### config.mk
export PLATFORM = sky130hd
export DESIGN_NAME = bmp_stream_to_rgba_top
export DESIGN_NICKNAME = d
export VERILOG_FILES = /design/src/hdl/bmp_pkg.sv /design/src/hdl/bmp_stream_to_rgba_top.sv /design/src/hdl/bmp_decode.sv /design/src/hdl/bmp_out_queue.sv
export SDC_FILE = /design/constraint.sdc
export NUM_CORES = 1
export LEC_CHECK = 0
export BUFFER_PORTS_ARGS = -buffer_cell sky130_fd_sc_hd__buf_2
export CAP_MARGIN = 30
export CORE_ASPECT_RATIO = 1.75
export CORE_MARGIN = 8
export CORE_UTILIZATION = 48
export CTS_BUF_LIST = sky130_fd_sc_hd__clkbuf_16
export DETAILED_ROUTE_END_ITERATION = 10
export PLACE_DENSITY = 0.66
export SLEW_MARGIN = 20
export SYNTH_ARGS = -nofsm -noshare
export SYNTH_HDL_FRONTEND = slang
export SYNTH_HIERARCHICAL = 1
export SYNTH_SLANG_ARGS = --single-unit
### constraint.sdc
create_clock -name clk -period 12.81 [get_ports clk]
set_clock_uncertainty 0.15 [all_clocks]
set_input_delay 0.6405 -clock clk [delete_from_list [all_inputs] [get_ports clk]]
set_output_delay 0.6405 -clock clk [all_outputs]
set_load 0.05 [all_outputs]
### src/hdl/bmp_pkg.sv
// bmp_pkg: shared types and constants of the bmp stream to rgba decoder
// item structs for both channels, header offsets, phase and status codes
// no dependencies
`default_nettype none

package bmp_pkg;

  localparam int HEADER_BYTES = 54;
  localparam int POS_W        = 35;
  localparam int QUEUE_DEPTH  = 4;
  localparam int QPTR_W       = 2;
  localparam int QCNT_W       = 3;

  // header byte offsets
  localparam logic [POS_W-1:0] OFS_MARK0 = 35'd0;
  localparam logic [POS_W-1:0] OFS_MARK1 = 35'd1;
  localparam logic [POS_W-1:0] OFS_OFF_L = 35'd10;
  localparam logic [POS_W-1:0] OFS_OFF_H = 35'd11;
  localparam logic [POS_W-1:0] OFS_WID_L = 35'd18;
  localparam logic [POS_W-1:0] OFS_WID_H = 35'd19;
  localparam logic [POS_W-1:0] OFS_HGT_L = 35'd22;
  localparam logic [POS_W-1:0] OFS_HGT_H = 35'd23;
  localparam logic [POS_W-1:0] OFS_DEPTH = 35'd28;
  localparam logic [POS_W-1:0] OFS_LAST  = POS_W'(HEADER_BYTES - 1);
  localparam logic [POS_W-1:0] POS_LIMIT = {POS_W{1'b1}};

  localparam logic [7:0] CHAR_B    = 8'h42;
  localparam logic [7:0] CHAR_M    = 8'h4d;
  localparam logic [7:0] DEPTH_24  = 8'd24;
  localparam logic [7:0] DEPTH_32  = 8'd32;
  localparam logic [7:0] ALPHA_MAX = 8'd255;

  // phases
  localparam logic [1:0] PH_HEADER = 2'd0;
  localparam logic [1:0] PH_SKIP   = 2'd1;
  localparam logic [1:0] PH_PIXELS = 2'd2;
  localparam logic [1:0] PH_DONE   = 2'd3;

  // status codes
  localparam logic [2:0] ST_OK        = 3'd0;
  localparam logic [2:0] ST_SHORT     = 3'd1;
  localparam logic [2:0] ST_MARKER    = 3'd2;
  localparam logic [2:0] ST_DEPTH     = 3'd3;
  localparam logic [2:0] ST_TRUNCATED = 3'd4;
  localparam logic [2:0] ST_OFFSET    = 3'd5;

  localparam logic KIND_PIXEL  = 1'b0;
  localparam logic KIND_STATUS = 1'b1;

  typedef struct packed {
    logic [7:0] file_byte;
    logic       end_of_file;
  } in_item_t;

  typedef struct packed {
    logic        item_kind;
    logic [2:0]  status_code;
    logic [7:0]  red;
    logic [7:0]  green;
    logic [7:0]  blue;
    logic [7:0]  alpha;
    logic [15:0] column;
    logic [15:0] top_row;
    logic [15:0] image_width;
    logic [15:0] image_height;
    logic        last_item;
  } out_item_t;

  // results of one decoded byte: a pixel, then the status, either optional
  typedef struct packed {
    logic      pix_valid;
    out_item_t pix;
    logic      stat_valid;
    out_item_t stat;
  } result_pair_t;

endpackage

`default_nettype wire

### src/hdl/bmp_stream_to_rgba_top.sv
// bmp_stream_to_rgba_top: byte-serial decoder of 24-bit and 32-bit bmp files
// instantiates bmp_decode and bmp_out_queue; uses bmp_pkg
//
// usage:
//   byte channel (byte_valid/byte_stall/byte_data) takes the file one byte
//   per item, end_of_file set on the last byte. result channel
//   (res_valid/res_stall/res_data) gives rgba pixel items with column and
//   top-down row, and one status item (last_item set) after the final byte.
//   pixels stream before the status is known; drop them on an error status.
//   a byte waits in the input register until the queue has room; its results are then written into the queue.
//   throughput: one byte per cycle; a byte may cause a pixel and the status,
//   which a four-entry result queue absorbs, so the input stalls only while
//   the queue has fewer than two free slots, which takes a stalling receiver.
//   the byte input register holds one item while the queue is short of room.
//   reset (rst, synchronous) empties the queue and input register and returns
//   the decoder to the header phase; a stalled result item stays unchanged.
`default_nettype none

module bmp_stream_to_rgba_top (
  input  wire logic                clk,
  input  wire logic                rst,
  input  wire logic                byte_valid,
  output logic                     byte_stall,
  input  wire bmp_pkg::in_item_t   byte_data,
  output logic                     res_valid,
  input  wire logic                res_stall,
  output bmp_pkg::out_item_t       res_data
);

  bmp_pkg::in_item_t          in_item;
  logic                       in_full;
  logic                       go;
  logic                       room;
  logic [bmp_pkg::QCNT_W-1:0] level;
  bmp_pkg::result_pair_t      results;

  assign go         = in_full && room;
  assign byte_stall = in_full && !room;

  always_ff @(posedge clk) begin
    if (byte_valid && !byte_stall) begin
      in_item <= byte_data;
    end
  end

  always_ff @(posedge clk) begin
    if (rst) begin
      in_full <= 1'b0;
    end else if (byte_valid && !byte_stall) begin
      in_full <= 1'b1;
    end else if (go) begin
      in_full <= 1'b0;
    end
  end

  bmp_decode u_decode (
    .clk     (clk),
    .rst     (rst),
    .go      (go),
    .item    (in_item),
    .results (results)
  );

  bmp_out_queue u_queue (
    .clk     (clk),
    .rst     (rst),
    .push    (go),
    .results (results),
    .room    (room),
    .level   (level),
    .valid   (res_valid),
    .stall   (res_stall),
    .data    (res_data)
  );

  // queue never holds more than its depth
  assert property (@(posedge clk) disable iff (rst)
    level <= bmp_pkg::QCNT_W'(bmp_pkg::QUEUE_DEPTH))
    else $error("result queue overflow");

  // nothing is offered right after reset
  assert property (@(posedge clk) rst |=> !res_valid && !byte_stall)
    else $error("output active after reset");

  // status items end the file, pixel items never do
  assert property (@(posedge clk) disable iff (rst)
    res_valid |-> (res_data.item_kind == res_data.last_item))
    else $error("last_item does not match item kind");

  // a byte that ends the file always yields a status item
  assert property (@(posedge clk) disable iff (rst)
    go && in_item.end_of_file |-> results.stat_valid)
    else $error("end of file without status");

endmodule

`default_nettype wire

### src/hdl/bmp_decode.sv
// bmp_decode: header parser, pixel assembler and status generator
// updates its state once per byte when go is high; uses bmp_pkg
`default_nettype none

module bmp_decode (
  input  wire logic                  clk,
  input  wire logic                  rst,
  input  wire logic                  go,
  input  wire bmp_pkg::in_item_t     item,
  output bmp_pkg::result_pair_t      results
);

  logic [bmp_pkg::POS_W-1:0] byte_position, byte_position_next;
  logic [15:0] pixel_start, pixel_start_next;
  logic [15:0] width_reg, width_reg_next;
  logic [15:0] height_reg, height_reg_next;
  logic        four_channels, four_channels_next;
  logic [15:0] col_count, col_count_next;
  logic [16:0] file_row_count, file_row_count_next;
  logic [1:0]  channel_index, channel_index_next;
  logic [1:0]  pad_remaining, pad_remaining_next;
  logic [7:0]  held_b, held_b_next;
  logic [7:0]  held_g, held_g_next;
  logic [7:0]  held_r, held_r_next;
  logic [2:0]  error_state, error_state_next;
  logic [1:0]  phase, phase_next;

  logic [7:0]  b;
  logic        empty;
  logic        empty_hdr;
  logic        pixel_byte;
  logic        emit;
  logic [7:0]  emit_alpha;
  logic [1:0]  pad;
  logic [bmp_pkg::POS_W:0] pos_plus1;
  logic [2:0]  code;

  always_comb begin
    b = item.file_byte;
    byte_position_next  = byte_position;
    pixel_start_next    = pixel_start;
    width_reg_next      = width_reg;
    height_reg_next     = height_reg;
    four_channels_next  = four_channels;
    col_count_next      = col_count;
    file_row_count_next = file_row_count;
    channel_index_next  = channel_index;
    pad_remaining_next  = pad_remaining;
    held_b_next         = held_b;
    held_g_next         = held_g;
    held_r_next         = held_r;
    error_state_next    = error_state;
    phase_next          = phase;
    results             = '0;
    empty      = (width_reg == 16'd0) || (height_reg == 16'd0);
    empty_hdr  = 1'b0;
    pixel_byte = 1'b0;
    emit       = 1'b0;
    emit_alpha = bmp_pkg::ALPHA_MAX;
    pad        = 2'd0;
    code       = bmp_pkg::ST_OK;
    pos_plus1  = {1'b0, byte_position} + 36'd1;

    if (phase == bmp_pkg::PH_HEADER) begin
      case (byte_position)
        bmp_pkg::OFS_MARK0: begin
          if (b != bmp_pkg::CHAR_B && error_state == bmp_pkg::ST_OK) begin
            error_state_next = bmp_pkg::ST_MARKER;
          end
        end
        bmp_pkg::OFS_MARK1: begin
          if (b != bmp_pkg::CHAR_M && error_state == bmp_pkg::ST_OK) begin
            error_state_next = bmp_pkg::ST_MARKER;
          end
        end
        bmp_pkg::OFS_OFF_L: pixel_start_next[7:0]  = b;
        bmp_pkg::OFS_OFF_H: pixel_start_next[15:8] = b;
        bmp_pkg::OFS_WID_L: width_reg_next[7:0]    = b;
        bmp_pkg::OFS_WID_H: width_reg_next[15:8]   = b;
        bmp_pkg::OFS_HGT_L: height_reg_next[7:0]   = b;
        bmp_pkg::OFS_HGT_H: height_reg_next[15:8]  = b;
        bmp_pkg::OFS_DEPTH: begin
          if (b != bmp_pkg::DEPTH_24 && b != bmp_pkg::DEPTH_32) begin
            if (error_state == bmp_pkg::ST_OK) begin
              error_state_next = bmp_pkg::ST_DEPTH;
            end
          end else begin
            four_channels_next = (b == bmp_pkg::DEPTH_32);
          end
        end
        default: ;
      endcase
      if (byte_position == bmp_pkg::OFS_LAST) begin
        empty_hdr = (width_reg_next == 16'd0) || (height_reg_next == 16'd0);
        if (error_state_next == bmp_pkg::ST_OK &&
            pixel_start_next < 16'(bmp_pkg::HEADER_BYTES)) begin
          error_state_next = bmp_pkg::ST_OFFSET;
        end
        if (error_state_next != bmp_pkg::ST_OK) begin
          phase_next = bmp_pkg::PH_DONE;
        end else if (empty_hdr && pixel_start_next <= 16'(bmp_pkg::HEADER_BYTES)) begin
          phase_next = bmp_pkg::PH_DONE;
        end else begin
          phase_next = bmp_pkg::PH_SKIP;
        end
      end
    end else if (error_state == bmp_pkg::ST_OK && phase == bmp_pkg::PH_SKIP) begin
      if (empty) begin
        if (pos_plus1 >= {20'd0, pixel_start}) begin
          phase_next = bmp_pkg::PH_DONE;
        end
      end else if (byte_position >= {19'd0, pixel_start}) begin
        phase_next = bmp_pkg::PH_PIXELS;
        pixel_byte = 1'b1;
      end
    end else if (error_state == bmp_pkg::ST_OK && phase == bmp_pkg::PH_PIXELS) begin
      pixel_byte = 1'b1;
    end

    if (pixel_byte) begin
      if (pad_remaining != 2'd0) begin
        pad_remaining_next = pad_remaining - 2'd1;
        if (pad_remaining_next == 2'd0 && file_row_count >= {1'b0, height_reg}) begin
          phase_next = bmp_pkg::PH_DONE;
        end
      end else if (channel_index != 2'd3) begin
        case (channel_index)
          2'd0:    held_b_next = b;
          2'd1:    held_g_next = b;
          default: held_r_next = b;
        endcase
        channel_index_next = channel_index + 2'd1;
        if (channel_index == 2'd2 && !four_channels) begin
          emit = 1'b1;
        end
      end else begin
        emit       = 1'b1;
        emit_alpha = b;
      end
    end

    if (emit) begin
      results.pix_valid         = 1'b1;
      results.pix.item_kind     = bmp_pkg::KIND_PIXEL;
      results.pix.red           = held_r_next;
      results.pix.green         = held_g_next;
      results.pix.blue          = held_b_next;
      results.pix.alpha         = emit_alpha;
      results.pix.column        = col_count;
      results.pix.top_row       = height_reg - 16'd1 - file_row_count[15:0];
      channel_index_next = 2'd0;
      col_count_next     = col_count + 16'd1;
      if (col_count_next == width_reg) begin
        col_count_next      = 16'd0;
        file_row_count_next = file_row_count + 17'd1;
        // 24-bit rows of width w need (w mod 4) pad bytes
        pad = four_channels ? 2'd0 : width_reg[1:0];
        if (pad == 2'd0) begin
          if (file_row_count_next >= {1'b0, height_reg}) begin
            phase_next = bmp_pkg::PH_DONE;
          end
        end else begin
          pad_remaining_next = pad;
        end
      end
    end

    if (byte_position != bmp_pkg::POS_LIMIT) begin
      byte_position_next = byte_position + 35'd1;
    end

    if (item.end_of_file) begin
      if (phase_next == bmp_pkg::PH_HEADER) begin
        code = bmp_pkg::ST_SHORT;
      end else if (error_state_next != bmp_pkg::ST_OK) begin
        code = error_state_next;
      end else if (phase_next != bmp_pkg::PH_DONE) begin
        code = bmp_pkg::ST_TRUNCATED;
      end else begin
        code = bmp_pkg::ST_OK;
      end
      results.stat_valid         = 1'b1;
      results.stat.item_kind     = bmp_pkg::KIND_STATUS;
      results.stat.status_code   = code;
      results.stat.image_width   = width_reg_next;
      results.stat.image_height  = height_reg_next;
      results.stat.last_item     = 1'b1;
      // back to the reset state for the next file
      byte_position_next  = '0;
      pixel_start_next    = '0;
      width_reg_next      = '0;
      height_reg_next     = '0;
      four_channels_next  = 1'b0;
      col_count_next      = '0;
      file_row_count_next = '0;
      channel_index_next  = '0;
      pad_remaining_next  = '0;
      held_b_next         = '0;
      held_g_next         = '0;
      held_r_next         = '0;
      error_state_next    = bmp_pkg::ST_OK;
      phase_next          = bmp_pkg::PH_HEADER;
    end
  end

  always_ff @(posedge clk) begin
    if (rst) begin
      byte_position  <= '0;
      pixel_start    <= '0;
      width_reg      <= '0;
      height_reg     <= '0;
      four_channels  <= 1'b0;
      col_count      <= '0;
      file_row_count <= '0;
      channel_index  <= '0;
      pad_remaining  <= '0;
      held_b         <= '0;
      held_g         <= '0;
      held_r         <= '0;
      error_state    <= bmp_pkg::ST_OK;
      phase          <= bmp_pkg::PH_HEADER;
    end else if (go) begin
      byte_position  <= byte_position_next;
      pixel_start    <= pixel_start_next;
      width_reg      <= width_reg_next;
      height_reg     <= height_reg_next;
      four_channels  <= four_channels_next;
      col_count      <= col_count_next;
      file_row_count <= file_row_count_next;
      channel_index  <= channel_index_next;
      pad_remaining  <= pad_remaining_next;
      held_b         <= held_b_next;
      held_g         <= held_g_next;
      held_r         <= held_r_next;
      error_state    <= error_state_next;
      phase          <= phase_next;
    end
  end

endmodule

`default_nettype wire

### src/hdl/bmp_out_queue.sv
// bmp_out_queue: four-entry result queue, takes up to two items per cycle
// and hands out one unless stalled; uses bmp_pkg
`default_nettype none

module bmp_out_queue (
  input  wire logic                       clk,
  input  wire logic                       rst,
  input  wire logic                       push,
  input  wire bmp_pkg::result_pair_t      results,
  output logic                            room,
  output logic [bmp_pkg::QCNT_W-1:0]      level,
  output logic                            valid,
  input  wire logic                       stall,
  output bmp_pkg::out_item_t              data
);

  bmp_pkg::out_item_t entries [bmp_pkg::QUEUE_DEPTH];
  logic [bmp_pkg::QPTR_W-1:0] wr_ptr;
  logic [bmp_pkg::QPTR_W-1:0] rd_ptr;
  logic [bmp_pkg::QCNT_W-1:0] level_next;
  logic                       pop;
  logic                       put_pix;
  logic                       put_stat;
  logic [bmp_pkg::QPTR_W-1:0] stat_ptr;
  logic [bmp_pkg::QCNT_W-1:0] n_put;

  // room means at least two free entries, enough for the next byte
  assign room  = level <= bmp_pkg::QCNT_W'(bmp_pkg::QUEUE_DEPTH - 2);
  assign valid = level != '0;
  assign data  = entries[rd_ptr];
  assign pop   = valid && !stall;

  assign put_pix  = push && results.pix_valid;
  assign put_stat = push && results.stat_valid;
  assign stat_ptr = put_pix ? wr_ptr + 2'd1 : wr_ptr;
  assign n_put    = {2'b00, put_pix} + {2'b00, put_stat};
  assign level_next = level + n_put - {2'b00, pop};

  always_ff @(posedge clk) begin
    if (put_pix) begin
      entries[wr_ptr] <= results.pix;
    end
    if (put_stat) begin
      entries[stat_ptr] <= results.stat;
    end
  end

  always_ff @(posedge clk) begin
    if (rst) begin
      wr_ptr <= '0;
      rd_ptr <= '0;
      level  <= '0;
    end else begin
      wr_ptr <= wr_ptr + n_put[bmp_pkg::QPTR_W-1:0];
      if (pop) begin
        rd_ptr <= rd_ptr + 2'd1;
      end
      level <= level_next;
    end
  end

endmodule

`default_nettype wire
==> flow_summary.ini <==
[cells_and_area]
largest_reg_flops = 404
multi_input_area_um2 = 16670
drive_gt1_share_pct = 24.31
diodes = 0
final_nets = 2951
fillers = 6026
design_area_um2 = 36560
fin_cells = 3801
final_cell_mix = 413 x edfxtp_1, 231 x nor2_1, 190 x mux2_4
top_register = u_queue/entries
final_common_cell = edfxtp_1
largestRegisters = u_queue/entries x404, u_decode/byte_position x35, u_decode/file_row_count x17
areaGrowthSynthToFinish_pct = 6.997
regArea_um2 = 15610
utilization_pct = 51.84

[clock_tree]
cts_sinks = 573
cts.path.max_buffers = 3
cts_resized = 0
clock_latency_ns = 0.64
cts_made_buffers = 53
root_buffer = clkbuf_16
clkTransAtPathRegs_ns = 0.06
cts_tree = yes
h-tree-depth = 2

[min_path]
min-delay-start = byte_data[0]
worstHoldPathCells = 1
hold_class = input pin to flop
min_to = in_item[0]

[outcome]
outcome = finished clean

[routing]
wl_per_cell_um = 24.09
drtPass1Iterations = 6
drc = 0
routed_wl_um = 91550
viasPerCell = 6.007
ant_nets = 0
drt_iter0_markers = 1555
vias = 22833

[global_route]
grt_pass1_vias = 23659
antenna_found_initial = 0
grtUsageTotal_pct = 22.29
grt_overflow = 0
grt_pass1_wl_um = 139300
grt_max_degree = 87

[placed_design]
portBuffers = 115
place_congestion = 0.9613
dp_cells = 3693
dp.final_hpwl_um = 60510
postPlaceCellArea_um2 = 34720
pre_cts_slack_ns = 7.632

[setup_path]
worst_setup_path_start_kind = flop
rrSetupSlack_ns = 7.52
cp-end-kind = flop
timing.rr.start = u_decode/pixel_start[4]
path_class = flop to flop
crit_fanout = 33
regToRegEndpoint = u_queue/level[2]
arrival_ns = 5.62
r2r_cells = 20
critPathRequiredTime_ns = 13.14

[floorplan]
core_area_um2 = 70530
num_io_pins = 116
start_util_pct = 48.45
chipHeight_um = 369.0
num_rows = 129
die_area_um2 = 80320
fp.dieW_um = 217.7

[job]
cap_violations = 0

[synth]
synth_warnings = 6
syn_area_per_cell_um2 = 12.17
yosysUniqueCellTypes = 87
synth_ff_type = edfxtp_1
synthArstFlopShare_pct = 0
syn_area_um2 = 34170
syn_inst = 2807
synth-edff-count = 413
yosysSeqAreaShare_pct = 45.66
ys_seq_elements = 573

[timing]
max_freq_mhz = 189.0
hold_viol_final = 0
period_minus_slack_ns = 5.292
tightest_slew_ns = 1.021
min_period_over_period_pct = 41.31
holdWs_ns = 0.03183
fin_ws_ns = 7.518
slew_violations = 0
rsz0062_at_grt = false
setup_viol = 0
setup_tns_ns = 0
slew_headroom_pct = 31.34

[pwr]
p_total_mw = 4.779
irDropWorstVdd_mv = 0.1218
p_leak_nw = 13.60
power_density_nw_per_um2 = 130.7
-- repair_timing --
| action | CTS | global route |
|---|---|---|
| setup buffers | 0 | 0 |
| endpoints found under the hold margin | 8 | 0 |
| hold buffers | 8 | 0 |
| endpoints found under the setup margin | 0 | 0 |
-- worst max-delay path, cell delays in order (launching register included) --
cell	delay, ns
dfxtp_1	0.35
inv_1	0.14
ha_1	0.34
nand4_1	0.17
a21oi_1	0.24
nor3_1	0.09
nor4_1	0.64
o211a_2	0.36
o211ai_1	0.17
inv_1	0.29
buf_4	0.41
xor2_1	0.17
and2_1	0.17
inv_1	0.12
ha_1	0.30
inv_1	0.04
ha_1	0.18
fa_1	0.37
xor2_1	0.22
and2_1	0.16
nor3_1	0.04
-- metal layers --
metal | wire, µm | up-vias | GRT usage [%]
li1 | - | 10387 | -
met1 | 33310 | 11497 | 23.80
met2 | 48490 | 713 | 41.18
met3 | 4224 | 236 | 3.049
met4 | 5529 | 0 | 12.97
met5 | 0 | - | 0
-- cell usage after synthesis (9+ instances only) --
| cell | instances | area share [%] |
|---|---|---|
| nand4_1 | 31 | 0.57 |
| nand2b_1 | 13 | 0.24 |
| buf_4 | 109 | 2.4 |
| a22oi_1 | 53 | 1.2 |
| mux2i_1 | 35 | 1.0 |
| buf_6 | 21 | 0.69 |
| ha_1 | 97 | 3.6 |
| mux2_2 | 130 | 4.3 |
| edfxtp_1 | 413 | 36 |
| xor2_1 | 26 | 0.67 |
| mux2_4 | 190 | 8.3 |
| buf_2 | 24 | 0.35 |
| or2_2 | 9 | 0.16 |
| clkbuf_1 | 108 | 1.2 |
| nor4_1 | 29 | 0.53 |
| a31oi_1 | 13 | 0.24 |
| o21ai_0 | 74 | 1.1 |
| a211oi_1 | 13 | 0.29 |
| a21oi_1 | 130 | 1.9 |
| or3_1 | 17 | 0.31 |
| and4_1 | 14 | 0.36 |
| nor2b_1 | 19 | 0.35 |
| mux2_1 | 90 | 3.0 |
| o21ai_1 | 11 | 0.16 |
| inv_1 | 97 | 1.1 |
| buf_12 | 20 | 1.2 |
| nand3_1 | 59 | 0.86 |
| and3_1 | 18 | 0.33 |
| nor3_1 | 47 | 0.69 |
| and2_1 | 34 | 0.62 |
| nor2_1 | 231 | 2.5 |
| xnor2_1 | 50 | 1.3 |
| nand2_1 | 122 | 1.3 |
| o32ai_1 | 25 | 0.64 |
| nand3b_1 | 21 | 0.46 |
| or4_1 | 10 | 0.22 |
| dfxtp_1 | 160 | 9.4 |
| mux4_2 | 101 | 6.7 |
| a21o_1 | 21 | 0.46 |
| nand4b_1 | 14 | 0.36 |
-- kinds of logic after synthesis --
logic type               count (synthesis)  synth area share, %
AO/OA/AOI/OAI                          407                7.645
XOR/XNOR                                76                1.948
multiplexers                           546                23.28
buffers and inverters                  385                6.927
AND/OR/NAND/NOR                        720                10.86
flip-flops                             573                45.66
adder cells (fa/ha/maj)                 99                3.669
other                                    1              0.01097
-- how the worst max path moves through the flow --
stage                                     from                     end  slack (ns)  cells after the start
detailed placement      u_decode/height_reg[8]   u_queue/entries[0][4]        7.63                     11
floorplan           u_decode/byte_position[29]   u_queue/entries[0][0]        1.56                     16
CTS                     u_decode/height_reg[8]   u_queue/entries[0][9]        7.64                     11
global placement        u_decode/height_reg[8]  u_queue/entries[0][30]        7.71                     11
finish                 u_decode/pixel_start[4]        u_queue/level[2]        7.52                     20
global route        u_decode/file_row_count[1]  u_queue/entries[2][99]        7.29                     15
-- power breakdown --
| part | internal [mW] | leakage (nW) | switching [mW] |
|---|---|---|---|
| registers | 2.03 | 5.06 | 0.0470 |
| clock network | 0.895 | 0.909 | 0.727 |
| logic | 0.351 | 7.63 | 0.730 |
| total | 3.28 | 13.6 | 1.50 |
-- area by class of cell --
cell class,instances,area share [%]
Multi-Input combinational cell,1949,45.60
Timing Repair Buffer,165,2.738
Clock buffer,56,3.833
Tap cell,917,3.138
Clock inverter,44,0.9924
Inverter,97,0.9958
Sequential cell,573,42.70
Power figures use the tool's default switching activity.
